File: config.mk
export PLATFORM = sky130hd
export DESIGN_NAME = scta_bound
export DESIGN_NICKNAME = d
export VERILOG_FILES = /design/src/rtl/scta_pkg.sv /design/src/rtl/scta_bound.sv
export SDC_FILE = /design/constraint.sdc
export NUM_CORES = 1
export LEC_CHECK = 0
export BUFFER_PORTS_ARGS = -buffer_cell sky130_fd_sc_hd__clkbuf_2
export CELL_PAD_IN_SITES_DETAIL_PLACEMENT = 1
export CELL_PAD_IN_SITES_GLOBAL_PLACEMENT = 2
export CORE_MARGIN = 3
export CORE_UTILIZATION = 25
export DETAILED_ROUTE_END_ITERATION = 16
export MAX_ROUTING_LAYER = met4
export PLACE_DENSITY = 0.86
export SYNTH_ARGS = -nofsm -noshare
export SYNTH_HDL_FRONTEND = slang
export SYNTH_SLANG_ARGS = --single-unit
File: constraint.sdc
create_clock -name vclk -period 7
set_clock_uncertainty 0.15 [all_clocks]
set_input_delay 0.35 -clock vclk [all_inputs]
set_output_delay 0.35 -clock vclk [all_outputs]
set_load 0.05 [all_outputs]
File: src/rtl/scta_pkg.sv
`default_nettype none
// ----------------------------------------------------------------------------
// scta_pkg
// Shared codes, field widths and types for the sorted cue table search unit.
// ----------------------------------------------------------------------------
package scta_pkg;

	// Field widths of the stream payloads
	localparam int unsigned OP_W     = 2;
	localparam int unsigned STAMP_W  = 32;
	localparam int unsigned EIDX_W   = 10;
	localparam int unsigned STATUS_W = 2;
	localparam int unsigned CIDX_W   = 11;
	localparam int unsigned CCNT_W   = 11;

	// Operation codes carried on the input tuser
	localparam logic [OP_W-1:0] OP_CLEAR  = 2'd0;
	localparam logic [OP_W-1:0] OP_APPEND = 2'd1;
	localparam logic [OP_W-1:0] OP_QUERY  = 2'd2;
	localparam logic [OP_W-1:0] OP_READ   = 2'd3;

	// Result status codes carried on the output tuser
	localparam logic [STATUS_W-1:0] ST_OK    = 2'd0;
	localparam logic [STATUS_W-1:0] ST_NOCUE = 2'd1;
	localparam logic [STATUS_W-1:0] ST_FULL  = 2'd2;

	localparam logic [CIDX_W-1:0]  CIDX_NONE = '1;
	localparam logic [STAMP_W-1:0] STAMP_MAX = '1;

	// Flags from one step of the bound search unit
	typedef struct packed {
		logic more;   // search window still open after this step
		logic hit;    // compared entry is at or below the key
	} bnd_flags_t;

endpackage
`default_nettype wire

File: src/rtl/scta_bound.sv
`default_nettype none
// ----------------------------------------------------------------------------
// scta_bound
// One step of the upper-bound search: compare the fetched entry with the key,
// narrow the window and form the next probe address.
// ----------------------------------------------------------------------------
module scta_bound #(
	parameter int unsigned CW = 11,
	parameter int unsigned AW = 10
) (
	input  wire logic                        cmp_en,
	input  wire logic [scta_pkg::STAMP_W-1:0] key,
	input  wire logic [scta_pkg::STAMP_W-1:0] rdata,
	input  wire logic [CW-1:0]               lo,
	input  wire logic [CW-1:0]               hi,
	input  wire logic [AW-1:0]               mid,
	output logic      [CW-1:0]               lo_nx,
	output logic      [CW-1:0]               hi_nx,
	output logic      [AW-1:0]               mid_nx,
	output scta_pkg::bnd_flags_t             flags
);
	import scta_pkg::*;

	logic          hit;
	logic [CW-1:0] span;
	logic [CW-1:0] mid_w;

	// Compare the fetched entry and move one side of the window
	always_comb begin
		hit   = cmp_en && (rdata <= key);
		lo_nx = lo;
		hi_nx = hi;
		if (cmp_en) begin
			if (hit) begin
				lo_nx = CW'(mid) + CW'(1);
			end else begin
				hi_nx = CW'(mid);
			end
		end
	end

	// Next probe sits halfway into the window
	assign span   = hi_nx - lo_nx;
	assign mid_w  = lo_nx + (span >> 1);
	assign mid_nx = mid_w[AW-1:0];

	assign flags.more = (lo_nx < hi_nx);
	assign flags.hit  = hit;

endmodule
`default_nettype wire

==> reports/results.txt <==
The flow ran to the end, and the final reports show no timing, DRC or antenna violations. Setup violations remaining at the end of the flow were counted as 0. The repair_antennas step left the layout with diodes totalling 0.

Of the synthesized area, sequential elements account for 0%. Net switching is 68.08% of the power. The tools report the portion of total power attributed to sequential cells as 0%.

Global routing used 15.42% of the available tracks. Across all hold checks on the routed design, the worst slack comes to 1028 ps. The cell occurring most often along the worst timing path was sky130_fd_sc_hd__inv_1. For the number of antenna violations at the first check in global routing, the log shows 0.

The synthesized design devotes to its leading area cell type 25.65% of total area. Ranked by total cell area, the synthesized netlist is headed by sky130_fd_sc_hd__ha_1 (26%), sky130_fd_sc_hd__inv_1 (8.8%), sky130_fd_sc_hd__mux2_2 (6.8%), sky130_fd_sc_hd__a21oi_1 (4.6%), sky130_fd_sc_hd__xnor2_1 (4.2%). The run gives 0 as the layout sequential cell count. The worst setup path is of the primary input to primary output kind.

The sum of net half-perimeters after detailed placement was 7.879 mm. The worst setup path is launched from a primary input. The number of nets in the layout is 612. The transition time at the pin with the least slew margin is 512.6 ps, and the die outline height is 105.7 um. During I/O placement, the number of pins put on the boundary was 131.

Across the VDD grid, the largest voltage drop is 148.0 uV. In the routed layout, each cell is associated on average with a via count of 4.925. The count of TritonRoute iterations in the first routing pass is 4, and the critical path's largest stage delay is 400 ps.

Setup repair after global routing left no endpoint under its margin. The count of input and output buffers is 131, and the setup slack at placement is 614.6 ps. After synthesis, the mean cell area works out to 7.447 sq um. In the finished design, the share of the clock period the worst path needs comes to 89.75%.

In this run the power spent charging and discharging nets is 0.0004909 W. The number of buffers inserted by hold repair at cts was 0; the total standard cell area after synthesis was 2487 sq um. Dividing total power by cell area gives a power density of 217.9 nW/um^2. The tools report the slack of the critical path as 717.7 ps. The floorplan row count is 35. The via count of the first global-routing pass came out at 3,125.

The max-slew headroom at the worst pin is 65.47%. Relative to the synthesized area, the layout overhead comes to 33.05%. The final-report hold violation count is 0. The first global-routing pass estimated 14.27 mm of wire. The initial utilization of the core area, before any placement, comes to 26.30%. The final antenna-violating net count was 0. Per report_power, the combinational group accounts for 100.0% of the total.

The tools report the number of DRC violations after detailed routing as 0. For the overall via count from detail_route, the log shows 2,906. The share of post-route cells with drive strength above 1 is 39.05%, and the number of DRC violations after detailed-routing iteration 0 is 45. The commonest cells after synthesis are sky130_fd_sc_hd__inv_1 (58), sky130_fd_sc_hd__ha_1 (51), sky130_fd_sc_hd__a21oi_1 (23).

Once placement finished, the instance area stood at 3303 sq um. Share of power burned in the clock network: 0%. With fillers left out, the area of the finished cells amounts to 3309 sq um. The run gives 0 ps as the final-layout setup total negative slack. Cell with the largest stage delay on the worst path: sky130_fd_sc_hd__or3_1.

Subtracting the final worst setup slack from the clock period gives 6282 ps. The horizontal die dimension came out at 105.7 um. After detailed routing, the average wire length per cell comes to 14.58 um. The congestion estimate from routability-driven global placement came to 0.8567.

Summed over all layers, the global routing overflow is 0. In this run the static leakage power is 1.786 nW. STA puts the critical path data required time at 6500 ps. Class of the most critical hold timing path: primary input to primary output.

Of all nets on the critical path, the largest fanout is 11. The run gives 11,180 sq um as the area enclosed by the die boundary. sky130_fd_sc_hd__ha_1 takes more of the synthesized area than any other cell. The routed design has 8.600 mm of wire. The number of pins exceeding their max-slew limit in the final report is 0. Overall power consumption after layout is estimated at 0.0007210 W.

For the standard cell core area, the log shows 9459 sq um. The maximum number of pins on one net before global-route repair was 13. Across the run, the number of max-cap violations was 0. The maximum clock frequency was 0.1592 GHz; the combined flip-flop and latch cell area was 0 sq um. In the post-synthesis netlist, the cell with the most instances is sky130_fd_sc_hd__inv_1.

Synthesis produced a netlist whose cell count is 334. The number of nets in the synthesized netlist is 483. Clock buffer instance count of the final layout: 0.

The Yosys step of the flow raised 0 warnings. The synthesized netlist contains 70 unique library cells. The kind of capture point of the worst setup path was a primary output. At the worst endpoint, the arrival time is 5780 ps. Cell internal power was estimated by the tool at 0.0002302 W.
per-stage QoR:
stage                     instances  utilization (%)
final                           590            34.99
after CTS                       590            34.92
after detailed placement        590            34.92
after global routing            590            34.99
after floorplan                 334                -
after global placement          590            34.92
cell families (layout without fill, tap and decap cells):
family	count (synthesis)	after routing	synth area share, %
buffers and inverters	65	192	10.01
adders and majority gates	56	56	28.12
muxes	20	20	8.803
xor gates and xnor gates	24	24	8.451
AOI/OAI and AO/OA	82	82	24.65
and+or+nand+nor	87	87	19.97
area by class of cell:
cell class | count | area (sq um)
Multi-Input combinational cell | 269 | 2256
Inverter | 59 | 221.5
Tap cell | 129 | 161.4
Fill cell | 1229 | 6150
Timing Repair Buffer | 133 | 670.6
power groups by stage:
| stage | logic (W) | clock network, W | registers, W |
|---|---|---|---|
| after floorplan | 0.000560 | 0 | 0 |
| after global placement | 0.000719 | 0 | 0 |
| after detailed placement | 0.000726 | 0 | 0 |
| after CTS | 0.000730 | 0 | 0 |
| after global routing | 0.000788 | 0 | 0 |
| final | 0.000721 | 0 | 0 |
layer usage:
| layer | wire, um | vias up | track usage [%] | share of wire [%] |
|---|---|---|---|---|
| li1 | - | 1478 | - | - |
| met1 | 3900 | 1331 | 18.35 | 45 |
| met2 | 4253 | 87 | 28.96 | 49 |
| met3 | 311 | 10 | 0.7961 | 3.6 |
| met4 | 134 | 0 | 2.590 | 1.6 |
| met5 | 0 | - | - | 0 |
critical path: cells and delay by family:
family / cells / cell delay [ps]
adders and majority gates: 5 / 1360
muxes: 1 / 290
AOI/OAI and AO/OA: 7 / 1490
buffers and inverters: 7 / 780
and+or+nand+nor: 8 / 1500
layout by cell type (no fill, tap or decap), types with 3 or more instances in the layout:
cell,Yosys,routed
sky130_fd_sc_hd__clkbuf_2,0,131
sky130_fd_sc_hd__inv_1,58,58
sky130_fd_sc_hd__ha_1,51,51
sky130_fd_sc_hd__a21oi_1,23,23
sky130_fd_sc_hd__nand2_1,20,20
sky130_fd_sc_hd__mux2_2,15,15
sky130_fd_sc_hd__nor2_1,13,13
sky130_fd_sc_hd__xor2_1,12,12
sky130_fd_sc_hd__xnor2_1,12,12
sky130_fd_sc_hd__o21ai_0,10,10
sky130_fd_sc_hd__nand3_1,9,9
sky130_fd_sc_hd__nor3_1,8,8
sky130_fd_sc_hd__nand4_1,7,7
sky130_fd_sc_hd__a211oi_1,5,5
sky130_fd_sc_hd__and3_1,5,5
sky130_fd_sc_hd__mux2i_1,5,4
sky130_fd_sc_hd__o21a_1,3,3
sky130_fd_sc_hd__a31o_2,3,3
sky130_fd_sc_hd__maj3_1,3,3
sky130_fd_sc_hd__or3_1,3,3
sky130_fd_sc_hd__a31oi_1,3,3
final timing paths:
path | from | end | slack (ps) | cells after the start
worst max-delay path | key[27] | mid_nx[8] | 720 | 28
worst min-delay path | lo[3] | lo_nx[3] | 1030 | 4
what timing repair did:
action                                  4_1_cts  5_1_grt
endpoints found under the hold margin         0        0
endpoints found under the setup margin        0        1
buffers inserted                              0        0
gates resized for setup                       0        1
Power figures use the tool's default switching activity.
